File: config.mk
export PLATFORM = sky130hd
export DESIGN_NAME = status_led_pattern_generator
export DESIGN_NICKNAME = d
export VERILOG_FILES = /design/src/sv/sled_pkg.sv /design/src/sv/sled_ctrl.sv /design/src/sv/sled_dp.sv /design/src/sv/status_led_pattern_generator.sv
export SDC_FILE = /design/constraint.sdc
export NUM_CORES = 2
export LEC_CHECK = 0
export ABC_AREA = 1
export BUFFER_PORTS_ARGS = -buffer_cell sky130_fd_sc_hd__buf_2
export CORE_ASPECT_RATIO = 0.7
export CORE_MARGIN = 2
export CORE_UTILIZATION = 60
export CTS_BUF_LIST = sky130_fd_sc_hd__clkbuf_16
export DETAILED_ROUTE_END_ITERATION = 7
export GPL_TIMING_DRIVEN = 1
export PLACE_DENSITY = 0.79
export SLEW_MARGIN = 30
export SYNTH_ARGS = -nofsm -noshare
export SYNTH_HDL_FRONTEND = slang
export SYNTH_HIERARCHICAL = 1
export SYNTH_SLANG_ARGS = --single-unit
File: constraint.sdc
create_clock -name i_clk -period 10.2 [get_ports i_clk]
set_clock_uncertainty 0.15 [all_clocks]
set_input_delay 2.04 -clock i_clk [delete_from_list [all_inputs] [get_ports i_clk]]
set_output_delay 2.04 -clock i_clk [all_outputs]
set_load 0.01 [all_outputs]
File: src/sv/sled_pkg.sv
`default_nettype none

package sled_pkg;

    // Datapath operations; the controller state vector uses the same codes
    typedef logic [4:0] t_op;

    localparam t_op OP_IDLE  = 5'd0;
    localparam t_op OP_APPLY = 5'd1;
    localparam t_op OP_DIV1  = 5'd2;
    localparam t_op OP_DIV2  = 5'd3;
    localparam t_op OP_DIV3  = 5'd4;
    localparam t_op OP_FRAC1 = 5'd5;
    localparam t_op OP_FRAC2 = 5'd6;
    localparam t_op OP_FRAC3 = 5'd7;
    localparam t_op OP_ANGLE = 5'd8;
    localparam t_op OP_FSQ   = 5'd9;
    localparam t_op OP_H9    = 5'd10;
    localparam t_op OP_H7    = 5'd11;
    localparam t_op OP_H5    = 5'd12;
    localparam t_op OP_H3    = 5'd13;
    localparam t_op OP_H1    = 5'd14;
    localparam t_op OP_LVL   = 5'd15;
    localparam t_op OP_LEV16 = 5'd16;
    localparam t_op OP_PCT   = 5'd17;
    localparam t_op OP_SC1   = 5'd18;
    localparam t_op OP_SC2   = 5'd19;

    // Display state codes
    typedef logic [2:0] t_disp;

    localparam t_disp DS_BOOT   = 3'd0;
    localparam t_disp DS_READY  = 3'd1;
    localparam t_disp DS_SCAN   = 3'd2;
    localparam t_disp DS_NEWDEV = 3'd3;
    localparam t_disp DS_PORTAL = 3'd4;
    localparam t_disp DS_SAVING = 3'd5;

    // Controller to datapath
    typedef struct packed {
        logic load;
        t_op  op;
    } t_cmd;

    // Datapath to controller
    typedef struct packed {
        logic  func;
        t_disp eff_state;
        t_disp shown;
        logic  out_busy;
    } t_status;

endpackage

`default_nettype wire

File: src/sv/sled_ctrl.sv
`default_nettype none

module sled_ctrl import sled_pkg::*; (
    input  wire logic    i_clk,
    input  wire logic    i_rst_n,
    input  wire logic    i_in_valid,
    output logic         o_in_ready,
    input  wire t_status i_st,
    output t_cmd         o_cmd
);

    t_op  r_state;
    t_op  n_state;
    logic r_pass;
    logic n_pass;

    // An item is taken only between operations
    assign o_in_ready = (r_state == OP_IDLE);

    // Step sequencing; the division steps run twice for the breathing level
    always_comb begin
        n_state    = r_state;
        n_pass     = r_pass;
        o_cmd.load = i_in_valid & o_in_ready;
        o_cmd.op   = r_state;
        case (r_state)
            OP_IDLE: begin
                if (o_cmd.load) begin
                    n_state = OP_APPLY;
                end
            end
            OP_APPLY: begin
                if (i_st.func) begin
                    n_state = OP_IDLE;
                end else if (i_st.eff_state inside {DS_BOOT, DS_SCAN, DS_NEWDEV}) begin
                    n_state = OP_DIV1;
                    n_pass  = 1'b0;
                end else begin
                    n_state = OP_SC1;
                end
            end
            OP_DIV1:  n_state = OP_DIV2;
            OP_DIV2:  n_state = OP_DIV3;
            OP_DIV3: begin
                if (i_st.shown != DS_BOOT) begin
                    n_state = OP_SC1;
                end else if (!r_pass) begin
                    n_state = OP_FRAC1;
                end else begin
                    n_state = OP_ANGLE;
                end
            end
            OP_FRAC1: n_state = OP_FRAC2;
            OP_FRAC2: n_state = OP_FRAC3;
            OP_FRAC3: begin
                n_state = OP_DIV1;
                n_pass  = 1'b1;
            end
            OP_ANGLE: n_state = OP_FSQ;
            OP_FSQ:   n_state = OP_H9;
            OP_H9:    n_state = OP_H7;
            OP_H7:    n_state = OP_H5;
            OP_H5:    n_state = OP_H3;
            OP_H3:    n_state = OP_H1;
            OP_H1:    n_state = OP_LVL;
            OP_LVL:   n_state = OP_LEV16;
            OP_LEV16: n_state = OP_PCT;
            OP_PCT:   n_state = OP_SC1;
            OP_SC1:   n_state = OP_SC2;
            OP_SC2: begin
                // Hold the finished colour back while the output stage is full
                if (i_st.out_busy) begin
                    o_cmd.op = OP_IDLE;
                end else begin
                    n_state = OP_IDLE;
                end
            end
            default:  n_state = OP_IDLE;
        endcase
    end

    // State register
    always_ff @(posedge i_clk) begin
        if (!i_rst_n) begin
            r_state <= OP_IDLE;
            r_pass  <= 1'b0;
        end else begin
            r_state <= n_state;
            r_pass  <= n_pass;
        end
    end

endmodule

`default_nettype wire

File: src/sv/sled_dp.sv
`default_nettype none

module sled_dp import sled_pkg::*; #(
    parameter int unsigned BREATH_PERIOD_MS = 1500
) (
    input  wire logic        i_clk,
    input  wire logic        i_rst_n,
    input  wire t_cmd        i_cmd,
    output t_status          o_st,
    input  wire logic        i_cfg_wr_en,
    input  wire logic [6:0]  i_cfg_wr_data,
    input  wire logic        i_func,
    input  wire logic [31:0] i_now_ms,
    input  wire logic [2:0]  i_new_state,
    input  wire logic [31:0] i_hold_ms,
    input  wire logic        i_out_ready,
    output logic             o_out_valid,
    output logic [7:0]       o_red,
    output logic [7:0]       o_green,
    output logic [7:0]       o_blue,
    output logic [2:0]       o_shown_state
);

    localparam int unsigned IW = $clog2(BREATH_PERIOD_MS);
    localparam logic [63:0] TWO32 = 64'h1_0000_0000;

    // Divisors with their truncated reciprocals, floor(2^32 / d)
    localparam logic [31:0] DIV_P    = 32'(BREATH_PERIOD_MS);
    localparam logic [31:0] RCP_P    = 32'(TWO32 / BREATH_PERIOD_MS);
    localparam logic [31:0] RES_P    = 32'(TWO32 % BREATH_PERIOD_MS);
    localparam logic [31:0] DIV_SCAN = 32'd350;
    localparam logic [31:0] RCP_SCAN = 32'(TWO32 / 64'd350);
    localparam logic [31:0] DIV_NEW  = 32'd600;
    localparam logic [31:0] RCP_NEW  = 32'(TWO32 / 64'd600);

    localparam logic [1:0] DSEL_BREATH = 2'd0;
    localparam logic [1:0] DSEL_SCAN   = 2'd1;
    localparam logic [1:0] DSEL_NEW    = 2'd2;

    // Q30 sine polynomial coefficients
    localparam logic [31:0] Q30_ONE = 32'h4000_0000;
    localparam logic [31:0] SIN_C1  = 32'd1686629713;
    localparam logic [31:0] SIN_C3  = 32'd693598668;
    localparam logic [31:0] SIN_C5  = 32'd85569306;
    localparam logic [31:0] SIN_C7  = 32'd5026994;
    localparam logic [31:0] SIN_C9  = 32'd172272;

    localparam logic [23:0] COL_BLUE   = 24'h1040FF;
    localparam logic [23:0] COL_GREEN  = 24'h00C040;
    localparam logic [23:0] COL_YELLOW = 24'hC0A000;
    localparam logic [23:0] COL_VIOLET = 24'h8000C0;
    localparam logic [23:0] COL_CYAN   = 24'h00C0C0;

    localparam logic [6:0]  PCT_MAX   = 7'd100;
    localparam logic [6:0]  PCT_RESET = 7'd15;
    // floor(x / 100) == (x * 5243) >> 19 for every x below 43690
    localparam logic [12:0] DIV100_M  = 13'd5243;

    logic          r_func;
    logic [31:0]   r_now;
    t_disp         r_ns;
    logic [31:0]   r_hold;
    t_disp         r_disp;
    logic [31:0]   r_expiry;
    logic [6:0]    r_bright;
    t_disp         r_shown;
    logic [1:0]    r_dsel;
    logic [31:0]   r_x;
    logic [31:0]   r_q;
    logic [63:0]   r_prod;
    logic [IW-1:0] r_idx;
    logic [31:0]   r_a;
    logic [30:0]   r_f;
    logic [1:0]    r_quad;
    logic [30:0]   r_f2;
    logic [31:0]   r_lvl;
    logic [15:0]   r_level;
    logic [6:0]    r_pct;
    logic [14:0]   r_cr;
    logic [14:0]   r_cg;
    logic [14:0]   r_cb;
    logic          r_ovalid;
    logic [7:0]    r_red;
    logic [7:0]    r_green;
    logic [7:0]    r_blue;
    t_disp         r_ostate;

    logic          expired;
    t_disp         eff_state;
    logic [31:0]   div_d;
    logic [31:0]   div_r;
    logic [31:0]   diff;
    logic          ge;
    logic [31:0]   rem;
    logic [31:0]   ang;
    logic [30:0]   frac;
    logic [30:0]   fold;
    logic [30:0]   prod_q;
    logic [31:0]   h_c;
    logic [31:0]   h_s;
    logic [30:0]   s_clamp;
    logic [31:0]   lvl;
    logic [47:0]   wide;
    logic [22:0]   pct_prod;
    logic [6:0]    pct_use;
    logic [23:0]   colour;
    logic          blank;
    logic [27:0]   q_r;
    logic [27:0]   q_g;
    logic [27:0]   q_b;
    logic          mul_en;
    logic [31:0]   mul_a;
    logic [31:0]   mul_b;

    // Hold expiry is checked against the timestamp of the render item
    always_comb begin
        expired   = (r_expiry != 32'd0) && (r_now >= r_expiry);
        eff_state = expired ? DS_READY : r_disp;
    end

    // Divisor selection and quotient correction
    always_comb begin
        case (r_dsel)
            DSEL_SCAN: begin
                div_d = DIV_SCAN;
                div_r = RCP_SCAN;
            end
            DSEL_NEW: begin
                div_d = DIV_NEW;
                div_r = RCP_NEW;
            end
            default: begin
                div_d = DIV_P;
                div_r = RCP_P;
            end
        endcase
        diff = r_x - r_prod[31:0];
        ge   = (diff >= div_d);
        rem  = ge ? (diff - div_d) : diff;
    end

    // Turn fraction to quadrant and mirrored Q30 position
    always_comb begin
        ang  = r_a + r_q;
        frac = {1'b0, ang[29:0]};
        fold = ang[30] ? (Q30_ONE[30:0] - frac) : frac;
    end

    // Horner step: coefficient minus the previous product in Q30
    always_comb begin
        prod_q = r_prod[60:30];
        case (i_cmd.op)
            OP_H7:   h_c = SIN_C7;
            OP_H5:   h_c = SIN_C5;
            OP_H3:   h_c = SIN_C3;
            OP_H1:   h_c = SIN_C1;
            default: h_c = SIN_C7;
        endcase
        h_s = h_c - {1'b0, prod_q};
    end

    // Level from the clamped sine, then Q0.16 rounding
    always_comb begin
        s_clamp  = (prod_q > Q30_ONE[30:0]) ? Q30_ONE[30:0] : prod_q;
        lvl      = r_quad[1] ? (Q30_ONE - {1'b0, s_clamp}) : (Q30_ONE + {1'b0, s_clamp});
        wide     = {r_lvl, 16'd0} - {16'd0, r_lvl} + {16'd0, Q30_ONE};
        pct_prod = {16'd0, r_bright} * {7'd0, r_level};
    end

    // Colour and percentage for the shown state; blink off phases go dark
    always_comb begin
        case (r_shown)
            DS_BOOT:   colour = COL_BLUE;
            DS_READY:  colour = COL_BLUE;
            DS_SCAN:   colour = COL_GREEN;
            DS_NEWDEV: colour = COL_YELLOW;
            DS_PORTAL: colour = COL_VIOLET;
            default:   colour = COL_CYAN;
        endcase
        blank   = ((r_shown == DS_SCAN) || (r_shown == DS_NEWDEV)) && r_q[0];
        pct_use = (r_shown == DS_BOOT) ? r_pct : r_bright;
        q_r     = {13'd0, r_cr} * {15'd0, DIV100_M};
        q_g     = {13'd0, r_cg} * {15'd0, DIV100_M};
        q_b     = {13'd0, r_cb} * {15'd0, DIV100_M};
    end

    // Operand selection for the shared multiplier
    always_comb begin
        mul_en = 1'b1;
        mul_a  = 32'd0;
        mul_b  = 32'd0;
        case (i_cmd.op)
            OP_DIV1: begin
                mul_a = r_x;
                mul_b = div_r;
            end
            OP_DIV2: begin
                mul_a = r_prod[63:32];
                mul_b = div_d;
            end
            OP_FRAC1: begin
                mul_a = 32'(r_idx);
                mul_b = RCP_P;
            end
            OP_FRAC2: begin
                mul_a = 32'(r_idx);
                mul_b = RES_P;
            end
            OP_FSQ: begin
                mul_a = {1'b0, r_f};
                mul_b = {1'b0, r_f};
            end
            OP_H9: begin
                mul_a = {1'b0, prod_q};
                mul_b = SIN_C9;
            end
            OP_H7, OP_H5, OP_H3: begin
                mul_a = {1'b0, r_f2};
                mul_b = h_s;
            end
            OP_H1: begin
                mul_a = {1'b0, r_f};
                mul_b = h_s;
            end
            default: mul_en = 1'b0;
        endcase
    end

    // Display state, hold expiry and brightness
    always_ff @(posedge i_clk) begin
        if (!i_rst_n) begin
            r_disp   <= DS_BOOT;
            r_expiry <= 32'd0;
            r_bright <= PCT_RESET;
        end else begin
            if (i_cfg_wr_en) begin
                r_bright <= (i_cfg_wr_data > PCT_MAX) ? PCT_MAX : i_cfg_wr_data;
            end
            if (i_cmd.op == OP_APPLY) begin
                if (r_func) begin
                    // Unknown state codes leave everything as it was
                    if (r_ns <= DS_SAVING) begin
                        r_disp   <= r_ns;
                        r_expiry <= (r_hold != 32'd0) ? (r_now + r_hold) : 32'd0;
                    end
                end else if (expired) begin
                    r_disp   <= DS_READY;
                    r_expiry <= 32'd0;
                end
            end
        end
    end

    // Output stage; it is refilled only once the previous colour is taken
    always_ff @(posedge i_clk) begin
        if (!i_rst_n) begin
            r_ovalid <= 1'b0;
        end else if (i_cmd.op == OP_SC2) begin
            r_ovalid <= 1'b1;
        end else if (i_out_ready) begin
            r_ovalid <= 1'b0;
        end
    end

    // Working registers of the datapath
    always_ff @(posedge i_clk) begin
        if (i_cmd.load) begin
            r_func <= i_func;
            r_now  <= i_now_ms;
            r_ns   <= i_new_state;
            r_hold <= i_hold_ms;
        end
        if (mul_en) begin
            r_prod <= mul_a * mul_b;
        end
        case (i_cmd.op)
            OP_APPLY: begin
                r_shown <= eff_state;
                r_x     <= r_now;
                case (eff_state)
                    DS_SCAN:   r_dsel <= DSEL_SCAN;
                    DS_NEWDEV: r_dsel <= DSEL_NEW;
                    default:   r_dsel <= DSEL_BREATH;
                endcase
            end
            OP_DIV2: begin
                r_q <= r_prod[63:32];
            end
            OP_DIV3: begin
                r_q   <= r_q + {31'd0, ge};
                r_idx <= rem[IW-1:0];
            end
            OP_FRAC2: begin
                r_a <= r_prod[31:0];
            end
            OP_FRAC3: begin
                r_x <= r_prod[31:0];
            end
            OP_ANGLE: begin
                r_f    <= fold;
                r_quad <= ang[31:30];
            end
            OP_H9: begin
                r_f2 <= prod_q;
            end
            OP_LVL: begin
                r_lvl <= lvl;
            end
            OP_LEV16: begin
                r_level <= wide[46:31];
            end
            OP_PCT: begin
                r_pct <= pct_prod[22:16];
            end
            OP_SC1: begin
                if (blank) begin
                    r_cr <= 15'd0;
                    r_cg <= 15'd0;
                    r_cb <= 15'd0;
                end else begin
                    r_cr <= {7'd0, colour[23:16]} * {8'd0, pct_use};
                    r_cg <= {7'd0, colour[15:8]} * {8'd0, pct_use};
                    r_cb <= {7'd0, colour[7:0]} * {8'd0, pct_use};
                end
            end
            OP_SC2: begin
                r_red    <= q_r[26:19];
                r_green  <= q_g[26:19];
                r_blue   <= q_b[26:19];
                r_ostate <= r_shown;
            end
            default: begin
            end
        endcase
    end

    assign o_st.func      = r_func;
    assign o_st.eff_state = eff_state;
    assign o_st.shown     = r_shown;
    assign o_st.out_busy  = r_ovalid & ~i_out_ready;

    assign o_out_valid   = r_ovalid;
    assign o_red         = r_red;
    assign o_green       = r_green;
    assign o_blue        = r_blue;
    assign o_shown_state = r_ostate;

endmodule

`default_nettype wire

File: src/sv/status_led_pattern_generator.sv
// Channel   Direction  Handshake                      Contents
// s_axis    in         s_axis_tvalid / s_axis_tready  tuser: func; tdata: now_ms, new_state,
//                                                     hold_ms
// m_axis    out        m_axis_tvalid / m_axis_tready  tdata: red, green, blue, shown_state
// cfg       in         i_cfg_wr_en                    i_cfg_wr_data: brightness percent
//
// One item is worked on at a time; a set-state item runs only the apply step, a steady
// colour then runs the scaling steps, a blinking colour first divides the time by its
// half period and a breathing (boot) colour also runs the fraction, angle and sine steps.
// The single shared 32x32 multiplier carries the two reciprocal divisions by the
// breath period and the sine polynomial.
// Reset gives the boot state, no hold expiry and a brightness of 15 percent.
// A colour waits in the output register while m_axis_tready is low; the next
// item is still taken and runs up to its final step, where it waits.
`default_nettype none

module status_led_pattern_generator import sled_pkg::*; #(
    parameter int unsigned BREATH_PERIOD_MS = 1500
) (
    input  wire logic        i_clk,
    input  wire logic        i_rst_n,
    input  wire logic        s_axis_tvalid,
    output logic             s_axis_tready,
    input  wire logic [71:0] s_axis_tdata,  // now_ms[31:0], new_state[34:32], hold_ms[66:35]
    input  wire logic        s_axis_tuser,  // func
    output logic             m_axis_tvalid,
    input  wire logic        m_axis_tready,
    output logic [31:0]      m_axis_tdata,  // red[7:0], green[15:8], blue[23:16],
                                            // shown_state[26:24]
    input  wire logic        i_cfg_wr_en,
    input  wire logic [6:0]  i_cfg_wr_data
);

    t_cmd        cmd;
    t_status     st;
    logic [7:0]  red;
    logic [7:0]  green;
    logic [7:0]  blue;
    logic [2:0]  shown_state;

    // Step sequencer
    sled_ctrl u_ctrl (
        .i_clk      (i_clk),
        .i_rst_n    (i_rst_n),
        .i_in_valid (s_axis_tvalid),
        .o_in_ready (s_axis_tready),
        .i_st       (st),
        .o_cmd      (cmd)
    );

    // Arithmetic, state and output register
    sled_dp #(
        .BREATH_PERIOD_MS (BREATH_PERIOD_MS)
    ) u_dp (
        .i_clk         (i_clk),
        .i_rst_n       (i_rst_n),
        .i_cmd         (cmd),
        .o_st          (st),
        .i_cfg_wr_en   (i_cfg_wr_en),
        .i_cfg_wr_data (i_cfg_wr_data),
        .i_func        (s_axis_tuser),
        .i_now_ms      (s_axis_tdata[31:0]),
        .i_new_state   (s_axis_tdata[34:32]),
        .i_hold_ms     (s_axis_tdata[66:35]),
        .i_out_ready   (m_axis_tready),
        .o_out_valid   (m_axis_tvalid),
        .o_red         (red),
        .o_green       (green),
        .o_blue        (blue),
        .o_shown_state (shown_state)
    );

    assign m_axis_tdata = {5'd0, shown_state, blue, green, red};

    // The final step never overwrites a colour that is still waiting
    a_no_overwrite: assert property (@(posedge i_clk) disable iff (!i_rst_n)
        (cmd.op == OP_SC2) |-> !st.out_busy)
        else $error("output register overwritten while full");

    // An accepted item keeps the input closed in the cycle that follows
    a_one_at_a_time: assert property (@(posedge i_clk) disable iff (!i_rst_n)
        (s_axis_tvalid && s_axis_tready) |=> !s_axis_tready)
        else $error("input accepted while an item is at work");

    // A delivered colour always names a defined display state
    a_shown_valid: assert property (@(posedge i_clk) disable iff (!i_rst_n)
        m_axis_tvalid |-> (m_axis_tdata[26:24] <= DS_SAVING))
        else $error("undefined display state on output");

endmodule

`default_nettype wire

# After elaboration in Yosys (flattened, before gate mapping)
# Index checks and enable logic that the tools add are counted.
[totals]
word_cells = 171
out_inout_bits = 34
register_bits = 484
in_bits = 85
[classes]
n_addsub = 11
magnitude_cmp = 5
n_mul = 8
n_mux = 37
n_reduce_logical = 25
eq_ne = 51
bitwise = 3
[ops]
columns = ["operator", "count"]
rows = [
  ["32-bit case mux with 7 select lines", 1],
  ["32-bit case mux with 6 select lines", 1],
  ["32-bit two-way mux", 5],
  ["32-bit case mux with 2 select lines", 2],
  ["5-bit case mux with 20 select lines", 1],
  ["24-bit case mux with 4 select lines", 1],
  ["31-bit case mux with 3 select lines", 1],
  ["15-bit by 13-bit multiplier with 27-bit output, second input constant", 3],
  ["5-bit by 4-bit equality test with 1-bit output, second input constant", 16],
  ["32-bit adder", 2],
  ["32-bit by 32-bit multiplier with 64-bit output", 1],
  ["32-bit nonzero test", 2],
  ["24-bit case mux with 2 select lines", 1],
  ["47-bit by 31-bit adder with 47-bit output, second input constant", 1],
  ["47-bit by 32-bit subtractor with 47-bit output", 1],
  ["8-bit by 7-bit multiplier with 15-bit output", 3],
  ["5-bit by 3-bit equality test with 1-bit output, second input constant", 8],
  ["5-bit equality test, second input constant", 8],
  ["5-bit two-way mux", 7],
  ["31-bit by 31-bit adder with 32-bit output, first input constant", 1],
  ["32-bit by 1-bit adder with 32-bit output", 1],
  ["32-bit by 11-bit greater-or-equal comparator with 1-bit output", 1],
  ["32-bit greater-or-equal comparator", 1],
  ["31-bit by 31-bit subtractor with 32-bit output", 1],
  ["41 further kinds", 70],
]

# Logic depth before layout (Yosys ltp)
[depth]
ltp_word = 9
ltp_mapped = 56
ltp_nobuf = 55

# Hierarchy
# Netlist, hierarchy kept.
[by_module_without_submodules]
columns = ["mod", "seq_area_each_um2", "instances", "cells_per_inst", "area_per_inst_um2"]
rows = [
  ["sled_dp", 13593.0, 1, 9979, 80056.8],
  ["sled_ctrl", 120.1, 1, 100, 545.5],
  ["status_led_pattern_generator", 0.0, 1, 6, 41.3],
]

# Worst setup path before layout
# No wires, ideal clock.
[synth_timing]
path_type = "input to register"
from = "in m_axis_tready"
to = "reg u_dp.r_prod[62], data pin"
required_ps = 9792
path_stages = 43
setup_ps = 258
t_arrival_ps = 10713
path_slack_ps = -921
path_cell_list = "nor2_1 nand2_1 nand2_1 inv_1 nor3_1 inv_1 nor2_1 nor2_1 inv_1 buf_2 nand2_1 nand3_1 nor2_2 inv_2 buf_2 nand2_1 fa_1 inv_1 [7 not listed] fa_1 inv_1 fa_1 inv_1 ha_1 nand2_1 nor2_1 inv_1 nor2_1 nand3_1 o21ai_0 nand3_1 nand2_1 nand2_1 inv_1 nor2_1 nand2_1 nand2_1"
[synth_lines]
columns = ["element", "line_no", "rtl"]
rows = [
  ["from (decl)", "status_led_pattern_generator.sv:27", "input wire logic m_axis_tready,"],
  ["to (signal assigned)", "sled_dp.sv:274", "r_prod <= mul_a * mul_b;"],
  ["to (decl)", "sled_dp.sv:70", "logic [63:0] r_prod;"],
]

==> flow_summary_export.csv <==
group,metric,value,unit
cts,hold_buffers,0,
route,drc,7,
route,firstDrtPassIters,8,
finish,syn2layout_area_growth,18.7,%
cts,cts_tree,"done",
logic_synthesis,synth_ff_type,"edfxtp_1",
logic_synthesis,ys_ff_latch,473,
status,violations,"design-rule violations, negative setup slack",
status,status,"finished, violations left",
worst_setup_path,worstSetupStartpointType,"input pin",
logic_synthesis,syn_avg_cell_area,8.00,um^2
worst_setup_path,critPathRequiredTime,10.41,ns
global_routing,grt_pass1_wl,426,mm
timing,period_share,1.08,
die,row_count,112,
die,die_h,311,um
die,coreArea,133000,um^2
timing,slew_violations,0,
timing,relSlewSlack,0.329,
cts,clk_pin_slew_worst_paths,0.07,ns
logic_synthesis,ys_warn_count,6,
logic_synthesis,synth.cell_area,80600,um^2
global_routing,grt_antenna_before_repair,9,
worst_setup_path,worstPathMaxFanout,8,
logic_synthesis,synth_edf_count,424,
route,wl,286,mm
logic_synthesis,async_reset_ff_frac,0,
global_routing,grt_pass1_vias,72300,
global_routing,grt.total_usage,0.407,
finish,filler_cell_count,9964,
finish,fin_util,0.719,
route,first_iter_violations,9711,
die,io_pins,119,
timing,tightest_slew,0.997,ns
pwr,power_leakage,0.0486,uW
run,maxCapViolCount,0,
placement,gp_congestion,1.12,
logic_synthesis,netlist_instances,10100,
route,wl_per_cell,22.3,um
logic_synthesis,yosysUniqueCellTypes,66,
placement,post-dp-hpwl,237,mm
finish,multi_input_area,59900,um^2
cts,clk_latency,0.65,ns
die,dieArea,137000,um^2
global_routing,grt_max_degree,69,
die,initial_utilization,0.605,
logic_synthesis,ys_seq_area_frac,0.170,
timing,setup_tns,-22.64,ns
finish,seq_area,13700,um^2
timing,rsz0062_at_grt,"yes",
route,vias_per_cell,5.79,
worst_setup_path,slowest_delay,0.61,ns
worst_setup_path,critPathArrivalTime,11.19,ns
worst_setup_path,cp-end-kind,"flop",
pwr,peakVddDrop,0.178,mV
cts,clockBufferDepth,3,
die,die_x,442,um
timing,timing_hold_violations_final,0,
placement,port_buffers,108,
worst_setup_path,slowest_stage,"fa_1",
timing,worst_slack,-0.773,ns
timing,fmax,0.0911,GHz
worst_setup_path,crit_type,"in2reg",
pwr,power.density,144,nW/um^2
finish,fin_nets,13100,
cts,cts-buffers-inserted,46,
hold_path,min_path_type,"reg2reg",
timing,setup_viol,45,
cts,h-tree-depth,2,
timing,period_needed,10.97,ns
route,vias,74100,
worst_setup_path,worst_path_most_repeated_cell,"nand2_1",
global_routing,grt.overflow.total,0,
finish,drive_above_1_share,0.169,
route,postRouteAntennaNets,0,
cts,numClockSinks,473,
cts,root_buffer,"clkbuf_16",
-- layout by cell type, fill, tap and decap left out, types with 107 or more instances in the layout --
cell type / instances
edfxtp_1: 424
fa_1: 1100
nand2_1: 2115
a21oi_1: 433
nand3_1: 269
nor2_1: 847
buf_4: 824
o21ai_0: 261
buf_2: 107
xor2_1: 130
ha_1: 803
inv_1: 2203
-- stage by stage --
step / area (um^2) / instances / setup WS (ns) / power [uW] / hold WS [ns]
6_report: 95800 / 12800 / -0.773 / 13800 / 0.320
5_1_grt: 95800 / 12800 / -1.04 / 14700 / 0.335
4_1_cts: 94000 / 12700 / -0.454 / 13300 / 0.319
3_5_place_dp: 89700 / 12600 / -1.39 / 11100 / 0.309
3_3_place_gp: 89700 / 12600 / -1.45 / 10800 / 0.304
2_1_floorplan: 81100 / 10100 / -0.109 / 8090 / 0.271
-- layer usage --
metal	routed length [um]	GRT usage	share of wire
met1	116000	0.604	0.41
met2	109000	0.533	0.38
met3	50800	0.181	0.18
met4	9580	0.109	0.034
met5	55	0	0.00019
-- critical path: cells and delay by family --
kind,cells,cell delay (ns)
compound gates,5,0.75
fa+ha+maj,10,4.53
buf+inv,13,1.63
xor+xnor,1,0.15
simple gates,17,2.03
-- synthesized netlist by cell type (28+ instances only) --
library cell,number,area [um^2]
inv_1,2267,8510
nand2_1,2215,8310
fa_1,1151,23000
nor2_1,920,3450
ha_1,855,10700
a21oi_1,494,2470
edfxtp_1,424,12700
o21ai_0,314,1570
nand3_1,288,1440
buf_2,146,731
xor2_1,139,1220
nand4_1,90,563
clkbuf_1,72,270
xnor2_1,64,561
nor3_1,63,315
inv_2,55,206
a31oi_1,49,307
dfxtp_1,49,981
o211ai_1,37,278
a21o_1,34,255
and2_1,28,175
-- sequential cells by signal, summed over array words and instances (netlist names), 8 cells and up --
name,flops
u_dp/r_q,32
u_dp/r_f,31
u_dp/r_a,32
u_dp/o_red,8
u_dp/r_idx,11
u_dp/r_x,32
u_dp/r_cr,11
u_dp/r_cg,10
u_dp/r_expiry,32
u_dp/o_green,8
u_dp/r_cb,14
u_dp/r_level,16
u_dp/o_blue,8
u_dp/r_lvl,32
u_dp/r_now,32
u_dp/r_prod,64
u_dp/r_hold,32
u_dp/r_f2,31
-- final timing paths --
check                                        from           endpoint  slack [ns]  cells after the start
worst max-delay path                m_axis_tready    u_dp/r_prod[61]       -0.77                     46
worst min-delay path            u_dp/r_expiry[16]  u_dp/r_expiry[16]        0.32                      2
worst max register to register  u_ctrl/r_state[3]    u_dp/r_prod[61]        0.15                     47
worst min register to register  u_dp/r_expiry[16]  u_dp/r_expiry[16]        0.32                      2
-- area by class of cell --
cell class              count  area share
flip-flops and latches    473       0.143
clock inverters            38     0.00402
clock buffers              48      0.0125
inverters                2327      0.0919
repair buffers           1097      0.0990
repair inverters            1   0.0000915
diodes                      7    0.000183
well taps                1767      0.0231
multi-input cells        7042       0.626
-- power by group --
group	switching (uW)	internal (uW)
Combinational	5770	3230
Sequential	326	2610
Clock	864	997
-- timing repair --
| item | CTS | global route |
|---|---|---|
| setup endpoints to repair | 44 | 50 |
| endpoints found under the hold margin | 0 | 0 |
| resized for setup | 428 | 345 |
| buffers inserted | 96 | 49 |
| gates cloned | 9 | 3 |
| pin swaps | 171 | 112 |
-- cell families (layout without fill, tap and decap cells) --
| family | after synthesis | after routing | share of synthesized area |
|---|---|---|---|
| adder cells (fa/ha/maj) | 2006 | 2006 | 0.418 |
| other | 3 | 21 | 0.000140 |
| flip-flops | 473 | 473 | 0.170 |
| AO/OA/AOI/OAI | 1070 | 1070 | 0.0744 |
| AND/OR/NAND/NOR | 3748 | 3748 | 0.191 |
| buffers and inverters | 2581 | 3511 | 0.124 |
| XOR/XNOR | 204 | 204 | 0.0222 |
(Power assumes the default switching activity.)
